`src/rtl/hbs_pkg.sv`:
```
// Shared constants, register indexes, mode codes and a floor helper for the heightmap sampler.
package hbs_pkg;

    localparam int DEFAULT_MAX_COLS = 256;
    localparam int DEFAULT_MAX_ROWS = 256;
    localparam int GRID_AW          = 16;
    localparam int CFG_IDX_W        = 3;
    localparam int CFG_DATA_W       = 32;

    localparam logic [CFG_IDX_W-1:0] REG_GRID_COLS    = 3'd0;
    localparam logic [CFG_IDX_W-1:0] REG_GRID_ROWS    = 3'd1;
    localparam logic [CFG_IDX_W-1:0] REG_HALF_WIDTH   = 3'd2;
    localparam logic [CFG_IDX_W-1:0] REG_HALF_HEIGHT  = 3'd3;
    localparam logic [CFG_IDX_W-1:0] REG_INV_CELL_X   = 3'd4;
    localparam logic [CFG_IDX_W-1:0] REG_INV_CELL_Z   = 3'd5;
    localparam logic [CFG_IDX_W-1:0] REG_EXAGGERATION = 3'd6;
    localparam logic [CFG_IDX_W-1:0] REG_GRID_LOADED  = 3'd7;

    localparam logic MODE_WRITE = 1'b0;
    localparam logic MODE_QUERY = 1'b1;

    // floor(p / 65536) of a signed product: an arithmetic shift floors
    function automatic logic signed [63:0] floor_q16(input logic signed [63:0] p);
        floor_q16 = p >>> 16;
    endfunction

endpackage

```
`src/rtl/hbs_blend.sv`:
```
// Registered one-axis linear blend: a + floor((b - a) * f / 65536).
module hbs_blend
    import hbs_pkg::*;
(
    input  logic               clk,
    input  logic signed [31:0] a,
    input  logic signed [31:0] b,
    input  logic [15:0]        f,
    output logic signed [31:0] y
);

    logic signed [32:0] diff;
    logic signed [63:0] prod;
    logic signed [63:0] sum;

    assign diff = 33'(b) - 33'(a);
    assign prod = 64'(diff) * $signed({48'd0, f});
    assign sum  = 64'(a) + floor_q16(prod);

    always_ff @(posedge clk)
    begin
        y <= sum[31:0];
    end

endmodule

```
`config.mk`:
```
export PLATFORM = sky130hd
export DESIGN_NAME = hbs_blend
export DESIGN_NICKNAME = d
export VERILOG_FILES = /design/src/rtl/hbs_pkg.sv /design/src/rtl/hbs_blend.sv
export SDC_FILE = /design/constraint.sdc
export NUM_CORES = 1
export LEC_CHECK = 0
export ABC_AREA = 0
export BUFFER_PORTS_ARGS = -buffer_cell sky130_fd_sc_hd__buf_2
export CELL_PAD_IN_SITES_DETAIL_PLACEMENT = 1
export CELL_PAD_IN_SITES_GLOBAL_PLACEMENT = 1
export CORE_MARGIN = 3
export CORE_UTILIZATION = 45
export DETAILED_ROUTE_END_ITERATION = 10
export PLACE_DENSITY_LB_ADDON = 0.1
export SLEW_MARGIN = 20
export SYNTH_ARGS = -nofsm -noshare
export SYNTH_HDL_FRONTEND = slang
export SYNTH_SLANG_ARGS = --single-unit
```
`constraint.sdc`:
```
create_clock -name clk -period 10.5 [get_ports clk]
set_input_delay 1.05 -clock clk [delete_from_list [all_inputs] [get_ports clk]]
set_output_delay 1.05 -clock clk [all_outputs]
set_load 0.01 [all_outputs]
```
# Word level (Yosys, flattened, before mapping)
# Cells that the tools add are included.
[totals]
output_inout_bits = 32
in_bits = 81
elab_cells = 4
reg_bits = 32
[op_classes]
mul = 1
add_sub_neg = 2
[ops]
columns = ["operator", "count"]
rows = [
  ["33-bit by 17-bit multiplier with 48-bit output", 1],
  ["32-bit by 32-bit subtractor with 33-bit output", 1],
  ["32-bit adder", 1],
]

# Longest topological paths before layout
[depth]
depth_word = 3
mapped_depth = 47
depth_no_buf = 46

# Worst setup path before layout
# OpenSTA, ideal clock, no wires.
[synth_path]
path_kind = "input -> register"
start = "input b[0]"
end = "register y[30]"
required_time_ps = 10428
slack_ps = 169
stages = 44
arrival_ps = 10259
path_buffers = 1
cell_sequence = "inv_1 ha_1 fa_1 nor2b_1 o31ai_2 a21oi_1 nand2_1 nand2_1 a21oi_1 o21bai_1 a21oi_1 xnor2_1 clkbuf_1 nand2_1 fa_1 fa_1 fa_1 inv_1 (+8 left out) a21oi_1 inv_1 o21ai_0 o21a_1 a21oi_1 or2_2 xor2_1 ha_1 a21o_1 a21o_1 a221oi_2 o22ai_1 nor3_1 o31ai_1 o41a_1 a21o_1 a21oi_1 xnor2_1"
[synth_via]
elab_chain_cells = 3
[synth_lines]
columns = ["element", "line", "text"]
rows = [
  ["start, declared", "hbs_blend.sv:7", "input logic signed [31:0] b,"],
  ["32-bit by 32-bit subtractor with 33-bit output", "hbs_blend.sv:16", "assign diff = 33'(b) - 33'(a);"],
  ["33-bit by 17-bit multiplier with 48-bit output", "hbs_blend.sv:17", "assign prod = 64'(diff) * $signed({48'd0, f});"],
  ["32-bit adder", "hbs_blend.sv:18", "assign sum = 64'(a) + floor_q16(prod);"],
  ["named net sum[30]", "hbs_blend.sv:14", "logic signed [63:0] sum;"],
  ["end signal, assigned", "hbs_blend.sv:22", "y <= sum[31:0];"],
  ["end, declared", "hbs_blend.sv:9", "output logic signed [31:0] y"],
]
# The timed path passes the listed nets, and every way through them passes these cells.

# Worst setup path in the final report
[layout_path]
start = "input a[1]"
end = "register y[30]"
[layout_via]
elab_chain_cells = 3
[layout_lines]
columns = ["element", "line", "text"]
rows = [
  ["start, declared", "hbs_blend.sv:6", "input logic signed [31:0] a,"],
  ["32-bit by 32-bit subtractor with 33-bit output", "hbs_blend.sv:16", ""],
  ["33-bit by 17-bit multiplier with 48-bit output", "hbs_blend.sv:17", ""],
  ["32-bit adder *", "hbs_blend.sv:18", ""],
  ["named net sum[30]", "hbs_blend.sv:14", ""],
]
# Mark *: on every way through the listed nets, which the timed path passes. The rest lies on a longest branch.

==> impl_metrics.tcl <==
set metrics [dict create \
    async_reset_ff_frac 0 \
    drive_gt1_frac 0.216 \
    numCtsBuffers 5 \
    tritoncts "done" \
    grt_antenna_before_repair 1 \
    setup.worst_path.end "y[30]$_DFF_P_" \
    holdBufCountCts 0 \
    firstDrtPassIters 7 \
    clock-sinks 32 \
    viasPerCell 5.10 \
    yosys_warnings 0 \
    seq_area_frac_synth 0.0300 \
    synth_cells 2459 \
    arrival_ns 10.55 \
    area_growth_pct 22.5 \
    avgSynthCellArea_um2 8.69 \
    first_iter_violations 613 \
    relSlewSlack 0.376 \
    max_stage_delay_ns 0.53 \
    finalInstanceArea_um2 26200 \
    end_kind "flop" \
    start_util 0.457 \
    worst_slew_pin_slew_ns 0.936 \
    largest_reg_flops 32 \
    place.gp.congestion 0.905 \
    vias 17797 \
    layout_commonest_cell "inv_1" \
    fmax_ghz 0.0966 \
    reg.largest.list "y (32)" \
    core-area_um2 46800 \
    nNetsFinal 3631 \
    worst_hold_slack_ns 1.10 \
    place_hpwl_um 57200 \
    place_area_um2 25100 \
    fin_util 0.560 \
    fin_crit_sh 0.986 \
    path_clk_slew_ns 0.06 \
    cp_max_fo 9 \
    grt_pass1_vias 21005 \
    grt_max_degree 35 \
    cp_slowest_cell "fa_1" \
    wl_per_cell_um 19.6 \
    rows 79 \
    crit_required_ns 10.69 \
    grt.overflow.total 0 \
    drc 0 \
    fp.dieArea_um2 50200 \
    ant_nets 0 \
    ys.flop_type "dfxtp_1" \
    syn-cell-area_um2 21400 \
    crit_start "a[1]" \
    grtUsageTotal 0.279 \
    crit_top_cell "fa_1" \
    hold_viol 0 \
    htree_levels 2 \
    cts_buffer_depth 2 \
    top_register "y" \
    hold_path_class "primary input to flop" \
    grt_pass1_wl_um 110000 \
    status "completed" \
    die_width_um 224 \
    cap_violations 0 \
    synth-seq-cells 32 \
    die_h_um 224 \
    portBuffers 112 \
    worstSetupPathType "primary input to flop" \
    synth_nets 3210 \
    clk_root_buffer_cell "clkbuf_16" \
    cp-start-kind "primary input" \
    finalCriticalPeriod_ns 10.36 \
    setup_violations 0 \
    ys_types 60 \
    synth_edf_count 0 \
    wl_um 68500 \
    layout_common_cells "inv_1 (615), fa_1 (485), buf_4 (368)" \
    rsz0062_at_grt "true" \
    slew_violations 0 \
    ioPinCount 113 \
]
==> worst max-delay path: cells and delay by family <==
| kind | cells | cell delay (ns) |
|---|---|---|
| adders and majority gates | 9 | 4.01 |
| AOI/OAI and AO/OA | 13 | 2.25 |
| and+or+nand+nor | 10 | 1.45 |
| buffers and inverters | 13 | 1.35 |
| xor gates and xnor gates | 3 | 0.38 |
==> cells by family (layout without fill, tap and decap cells) <==
kind of cell	after synthesis	count (layout)	share of synthesized area
AND/OR/NAND/NOR	705	705	0.163
buffers and inverters	702	1123	0.124
adder cells (fa/ha/maj)	670	670	0.564
AO/OA/AOI/OAI	256	256	0.0795
XOR/XNOR	94	94	0.0389
flip-flops	32	32	0.0300
other	0	1	0
==> cells in the mapped netlist (10+ instances only) <==
library cell / instances / area [µm²]
and3_1: 13 / 81.3
dfxtp_1: 32 / 641
o21a_1: 25 / 188
nor2b_1: 29 / 181
nor3_1: 11 / 55.1
a211oi_1: 10 / 75.1
a21oi_1: 70 / 350
clkbuf_1: 75 / 282
and2_1: 233 / 1460
xor2_1: 23 / 201
a21o_1: 50 / 375
xnor2_1: 70 / 613
nand2_1: 299 / 1120
inv_1: 621 / 2330
nand2b_1: 20 / 125
nand3_1: 16 / 80.1
o21ai_0: 42 / 210
ha_1: 179 / 2240
fa_1: 491 / 9830
nor2_1: 64 / 240
==> worst min-delay path by stage <==
stage,start,endpoint,slack (ns),cells past startpoint
finish,a[0],y[0]$_DFF_P_,1.10,3
global route,a[0],y[0]$_DFF_P_,1.12,3
CTS,a[0],y[0]$_DFF_P_,1.10,3
detailed placement,a[0],y[0]$_DFF_P_,1.38,3
global placement,a[0],y[0]$_DFF_P_,1.37,3
floorplan,a[0],y[0]$_DFF_P_,1.18,1
==> per-stage QoR <==
step	setup TNS (ns)	setup WS, ns	instances
floorplan	0	0.169	2459
global placement	-3.07	-0.745	3453
detailed placement	-7.63	-0.971	3453
CTS	0	0.00193	3466
global route	-0.923	-0.306	3487
finish	0	0.144	3488
==> layer usage <==
metal  vias to the layer above  part of all wire  global-route usage
li1                       8097                 -                   -
met1                      9290              0.41               0.345
met2                       296              0.52               0.515
met3                       114             0.027              0.0240
met4                         0             0.035              0.0894
met5                         -                 0                   0
==> cell type report <==
| class | count | area [µm²] |
|---|---|---|
| diodes | 1 | 2.50 |
| clock buffers | 5 | 125 |
| clock inverters | 2 | 12.5 |
| fillers | 5537 | 20600 |
| inverters | 621 | 2330 |
| multi-input cells | 1725 | 18800 |
| flip-flops and latches | 32 | 641 |
| well taps | 607 | 759 |
| repair buffers | 495 | 3550 |
==> repair_timing <==
item	in CTS	in global routing
resized for setup	64	98
gates cloned	1	0
endpoints found under the setup margin	13	15
buffers inserted	7	23
pin swaps	33	66
endpoints found under the hold margin	0	0
Power is left out: the tool's default activity adds up to more than one toggle a clock period on the data nets, which glitch-free logic cannot reach.
