==> src/rtl/hbs_pkg.sv <==
// Shared constants, register indexes, mode codes and a floor helper for the heightmap sampler.
package hbs_pkg;

    localparam int DEFAULT_MAX_COLS = 256;
    localparam int DEFAULT_MAX_ROWS = 256;
    localparam int GRID_AW          = 16;
    localparam int CFG_IDX_W        = 3;
    localparam int CFG_DATA_W       = 32;

    localparam logic [CFG_IDX_W-1:0] REG_GRID_COLS    = 3'd0;
    localparam logic [CFG_IDX_W-1:0] REG_GRID_ROWS    = 3'd1;
    localparam logic [CFG_IDX_W-1:0] REG_HALF_WIDTH   = 3'd2;
    localparam logic [CFG_IDX_W-1:0] REG_HALF_HEIGHT  = 3'd3;
    localparam logic [CFG_IDX_W-1:0] REG_INV_CELL_X   = 3'd4;
    localparam logic [CFG_IDX_W-1:0] REG_INV_CELL_Z   = 3'd5;
    localparam logic [CFG_IDX_W-1:0] REG_EXAGGERATION = 3'd6;
    localparam logic [CFG_IDX_W-1:0] REG_GRID_LOADED  = 3'd7;

    localparam logic MODE_WRITE = 1'b0;
    localparam logic MODE_QUERY = 1'b1;

    // floor(p / 65536) of a signed product: an arithmetic shift floors
    function automatic logic signed [63:0] floor_q16(input logic signed [63:0] p);
        floor_q16 = p >>> 16;
    endfunction

endpackage

==> src/rtl/hbs_locate.sv <==
// Two-stage coordinate mapper: offset then multiply by reciprocal, yields cell and fraction.
module hbs_locate
    import hbs_pkg::*;
(
    input  logic                clk,
    input  logic signed [31:0]  coord,
    input  logic [30:0]         half,
    input  logic [31:0]         inv,
    output logic [31:0]         cell_no,
    output logic [15:0]         frac,
    output logic                neg
);

    logic signed [32:0] off_reg;
    logic [31:0]        inv_reg;
    logic [32:0]        off_next;
    logic [63:0]        prod;

    assign off_next = 33'(coord) + 33'($signed({1'b0, half}));

    always_ff @(posedge clk)
    begin
        off_reg <= $signed(off_next);
        inv_reg <= inv;
    end

    // off stays below 2^32 when non-negative; zero reciprocal forces cell 0
    assign prod    = 64'(off_reg[31:0]) * 64'(inv_reg);
    assign neg     = (inv_reg != 32'd0) && off_reg[32];
    assign cell_no = prod[63:32];
    assign frac    = prod[31:16];

endmodule

==> config.mk <==
export PLATFORM = sky130hd
export DESIGN_NAME = hbs_locate
export DESIGN_NICKNAME = d
export VERILOG_FILES = /design/src/rtl/hbs_pkg.sv /design/src/rtl/hbs_locate.sv
export SDC_FILE = /design/constraint.sdc
export NUM_CORES = 2
export LEC_CHECK = 0
export BUFFER_PORTS_ARGS = -buffer_cell sky130_fd_sc_hd__buf_2
export CORE_ASPECT_RATIO = 2
export CORE_MARGIN = 4
export CORE_UTILIZATION = 55
export DETAILED_ROUTE_END_ITERATION = 10
export MAX_ROUTING_LAYER = met4
export PLACE_DENSITY = 0.79
export SETUP_SLACK_MARGIN = 0.5
export SLEW_MARGIN = 20
export SYNTH_ARGS = -nofsm -noshare
export SYNTH_HDL_FRONTEND = slang
export SYNTH_SLANG_ARGS = --single-unit
==> constraint.sdc <==
create_clock -name clk -period 10.7 [get_ports clk]
set_input_delay 1.07 -clock clk [delete_from_list [all_inputs] [get_ports clk]]
set_output_delay 1.07 -clock clk [all_outputs]
set_load 0.02 [all_outputs]
* Word level (Yosys, flattened, before mapping)
Cells that the tools add are included.
** Word-level totals
- Register bits after elaboration :: 65
- Input port bits :: 96
- Output and inout port bits :: 49
** Operators by class
- $add $sub $neg :: 1
- $mul :: 1
- Reduce and logical (&&, ||, !) cells :: 2
** Operators by type and width (count)
- multiplier 32 x 32 -> 64 bit :: 1
- adder 32 x 32 -> 33 bit :: 1
- nonzero test 32 bit :: 1
- logical AND 1 bit :: 1

* Logic depth before layout (Yosys ltp)
- Depth after elaboration :: 2
- Depth in mapped cells :: 29
- Mapped depth without buffers :: 28

* Worst setup path before layout
OpenSTA, ideal clock, no wires.
- Path kind :: reg2out
- Start point :: reg inv_reg[8]
- End point :: out cell_no[25]
- Arrival time :: 7.043 ns
- Slack :: 2.587 ns
- Cell stages (with the launch flop) :: 27
- Buffers on the path :: 2
- Cells stage by stage :: dfxtp_1 clkbuf_1 nand2_1 fa_1 inv_1 fa_1 fa_1 inv_1 fa_1 inv_1 fa_1 inv_1 fa_1 inv_1 fa_1 fa_1 ha_1 clkbuf_1 nand2_1 a21o_1 a21oi_1 a31oi_4 o31ai_4 o31ai_4 a211oi_2 a221oi_2 xnor2_1
** Between the ends
- Cells in the longest elaborated chain, start to end :: 1
** Ends and longest elaborated chain
- start, declared :: RTL line hbs_locate.sv:15 : logic [31:0] inv_reg;
- start signal, assigned :: RTL line hbs_locate.sv:24 : inv_reg <= inv;
- multiplier 32 x 32 -> 64 bit :: RTL line hbs_locate.sv:28 : assign prod = 64'(off_reg[31:0]) * 64'(inv_reg);
- end, declared :: RTL line hbs_locate.sv:9 : output logic [31:0] cell_no,
Every way passes these cells.

* Worst setup path after layout
- Start point :: reg off_reg[5]
- End point :: out cell_no[5]
** Between the ends
- Cells in the longest elaborated chain, start to end :: 1
** Ends and longest elaborated chain
- start, declared :: RTL line hbs_locate.sv:14 : logic signed [32:0] off_reg;
- start signal, assigned :: RTL line hbs_locate.sv:23 : off_reg <= $signed(off_next);
- multiplier 32 x 32 -> 64 bit :: RTL line hbs_locate.sv:28
Every way passes these cells.

==> metrics.txt <==
# TYPE chip_impl_metric gauge
chip_impl_metric{name="transition_time_at_the_pin_with_the_least_slew_margin",unit="ps"} 1060
chip_impl_metric{name="die_x",unit="um"} 189
chip_impl_metric{name="path_clk_slew",unit="ps"} 90
chip_impl_metric{name="finish.utilization",unit=""} 0.586
chip_impl_metric{name="input_output_buffers",unit=""} 144
chip_impl_metric{name="grt_usage",unit=""} 0.365
chip_impl_metric{name="dr.first_iter.drc_count",unit=""} 1976
chip_impl_metric{name="drt_pass1_iterations",unit=""} 5
chip_impl_metric{name="post-place-cells",unit=""} 4842
chip_impl_metric{name="route.layer.met1.wl",unit="um"} 32800
chip_impl_metric{name="synth_fp_nets",unit=""} 5249
chip_impl_metric{name="finalCritPeriodShare",unit=""} 0.922
chip_impl_metric{name="global_route.overflow_total",unit=""} 0
chip_impl_metric{name="cts_buffer_depth",unit=""} 2
chip_impl_metric{name="row_count",unit=""} 132
chip_impl_metric{name="route.detailed.vias_per_inst",unit=""} 5.86
chip_impl_info{name="layout_common_cells",value="fa_1, inv_1, and2_1"} 1
chip_impl_metric{name="finish.cell_count_without_fillers",unit=""} 4862
chip_impl_metric{name="routed_wire_length_per_instance",unit="um"} 24.6
chip_impl_metric{name="netlist-cell-type-count",unit=""} 64
chip_impl_info{name="synth_area_leaders",value="fa_1, and2_1, ha_1"} 1
chip_impl_metric{name="timing.critical_path.fanout_max",unit=""} 32
chip_impl_metric{name="asyncSetResetFlopFracSynth",unit=""} 0
chip_impl_metric{name="gp_congestion",unit=""} 1.05
chip_impl_info{name="startpoint_class",value="register"} 1
chip_impl_metric{name="antenna_found_initial",unit=""} 3
chip_impl_metric{name="synthCells",unit=""} 3966
chip_impl_metric{name="final_max_slew_viol_count",unit=""} 0
chip_impl_metric{name="fin_nets",unit=""} 5265
chip_impl_metric{name="wp_data_required",unit="ps"} 9630
chip_impl_info{name="setup.worst_path.class",value="register to output port"} 1
chip_impl_metric{name="num_io_pins",unit=""} 145
chip_impl_metric{name="synthesis.yosys.warnings",unit=""} 0
chip_impl_metric{name="largest_register_ff_count",unit=""} 33
chip_impl_info{name="hp-class",value="input pin to register"} 1
chip_impl_metric{name="synth_seq_cells",unit=""} 65
chip_impl_metric{name="grt_first_pass_wirelength",unit="um"} 183000
chip_impl_info{name="postSynth.topFlopCell",value="dfxtp_1"} 1
chip_impl_metric{name="synthDominantCellAreaShare",unit=""} 0.497
chip_impl_metric{name="maxClockFrequency",unit="MHz"} 101
chip_impl_metric{name="remaining_drc_errors",unit=""} 0
chip_impl_metric{name="layout-area-overhead-vs-synth",unit="%"} 5.51
chip_impl_info{name="tritoncts",value="built"} 1
chip_impl_metric{name="finalHoldViolations",unit=""} 0
chip_impl_metric{name="met3_length",unit="um"} 9140
chip_impl_info{name="status",value="finished, final reports clean"} 1
chip_impl_metric{name="drive_gt1_frac",unit=""} 0.0747
chip_impl_metric{name="core_region_area",unit="um^2"} 64900
chip_impl_info{name="root_buffer",value="clkbuf_16"} 1
chip_impl_metric{name="cp_data_arrival_time",unit="ps"} 8790
chip_impl_metric{name="synth.cell_area",unit="um^2"} 36100
chip_impl_metric{name="slew_headroom",unit=""} 0.291
chip_impl_info{name="highest-signal-layer",value="met4"} 1
chip_impl_metric{name="final.min_clock_period",unit="ps"} 9860
chip_impl_metric{name="synth-edff-count",unit=""} 0
chip_impl_metric{name="die_height",unit="um"} 370
chip_impl_metric{name="final.setup.tns",unit="ps"} 0
chip_impl_metric{name="hold-worst-slack",unit="ps"} 731
chip_impl_metric{name="number_of_global_route_vias_before_repair",unit=""} 32200
chip_impl_metric{name="start_util",unit=""} 0.556
chip_impl_metric{name="fill_cell_instance_count_of_the_final_layout",unit=""} 5597
chip_impl_metric{name="report.final.setup_viol",unit=""} 0
chip_impl_metric{name="dpl.hpwl",unit="um"} 95000
chip_impl_info{name="cp-end-kind",value="output port"} 1
chip_impl_metric{name="synth_seq_area_share",unit=""} 0.0361
chip_impl_metric{name="met2RoutedLength",unit="um"} 61100
chip_impl_metric{name="ant_nets",unit=""} 0
chip_impl_metric{name="grt_max_degree",unit=""} 34
chip_impl_info{name="final_common_cell",value="fa_1"} 1
chip_impl_metric{name="via_count",unit=""} 28500
chip_impl_metric{name="syn_area_per_cell",unit="um^2"} 9.10
chip_impl_info{name="synth_largest_area_cell",value="fa_1"} 1
chip_impl_info{name="grt_setup_unrepaired",value="true"} 1
chip_impl_metric{name="timing.max_cap.violations",unit=""} 0
chip_impl_metric{name="htree_num_levels",unit=""} 3
chip_impl_metric{name="tritoncts.num_buffers",unit=""} 9
chip_impl_metric{name="routed_wl",unit="um"} 119000
chip_impl_metric{name="numClockSinks",unit=""} 65
chip_impl_metric{name="area_of_the_die",unit="um^2"} 70000
chip_impl_metric{name="cts_setup_buffers",unit=""} 0
cell families after synthesis:
kind of cell    synth area share
flops                     0.0361
simple gates               0.178
fa+ha+maj                  0.598
xor+xnor                  0.0180
compound gates            0.0543
buf+inv                    0.115
repair_timing:
item                                    4_1_cts  5_1_grt
hold buffers                                  0        0
endpoints found under the setup margin        0        9
gates resized for setup                       0       27
per-layer routing:
metal / global-route usage / vias to the layer above
met5: - / -
met4: 0.365 / 0
met3: 0.0725 / 918
met2: 0.617 / 1631
met1: 0.330 / 14300
li1: - / 11700
stage by stage:
| stage | instance area [um^2] | setup WS (ps) |
|---|---|---|
| 6_report | 38100 | 838 |
| 3_3_place_gp | 37700 | 1090 |
| 2_1_floorplan | 36100 | 2590 |
| 3_5_place_dp | 37700 | 1060 |
| 4_1_cts | 38000 | 606 |
| 5_1_grt | 38100 | 457 |
worst max-delay path, cell delays in order (launching register included):
cell and delay, ps:
dfxtp_2 990, nand2_1 160, fa_1 530, inv_1 60, fa_1 440, fa_1 420
inv_1 240, fa_1 460, inv_1 90, fa_1 420, ha_1 310, fa_1 490
inv_1 50, fa_1 480, inv_1 40, ha_1 390, a21oi_1 310, o211ai_1 190
a311oi_2 240, o21ai_2 170, a31oi_1 550, nor3_1 220, a2111oi_0 680, xnor2_1 220
buf_2 200
cells in the mapped netlist (all sizes together), types with 2 or more instances:
cell type and n:
a21oi 97, a311oi 2, or3 6, a21o 50
o21a 8, o21ai 44, a31oi 12, buf 5
nand2 499, and2 584, o211ai 3, a21boi 3
a41o 3, and4 2, nand4 24, o31a 3
a221oi 3, a211oi 7, and3 12, a31o 2
o31ai 7, xnor2 51, a2111oi 5, inv 893
nand3 23, nor2b 13, a221o 2, o21bai 18
nand2b 8, nor2 37, nor3 23, a211o 3
xor2 23, fa 896, nor4 13, dfxtp 65
a41oi 3, clkbuf 209, o311ai 5, ha 291
worst paths after layout:
path	to	depth (start not counted)	from	slack, ps
worst max-delay path	cell_no[5]	24	off_reg[5]	840
worst min-delay path	inv_reg[29]	1	inv[29]	730
final cells by class:
class / instances / area (um^2) / share of cell area
Tap cell: 871 / 1090 / 0.0286
Antenna cell: 4 / 10.0 / 0.000263
Inverter: 893 / 3350 / 0.0881
Clock buffer: 11 / 243 / 0.00638
Sequential cell: 65 / 1370 / 0.0359
Clock inverter: 5 / 85.1 / 0.00224
Timing Repair Buffer: 219 / 1300 / 0.0341
Multi-Input combinational cell: 2794 / 30600 / 0.805
Power is left out: the tool's default activity adds up to more than one toggle a clock period on the data nets, which glitch-free logic cannot reach.
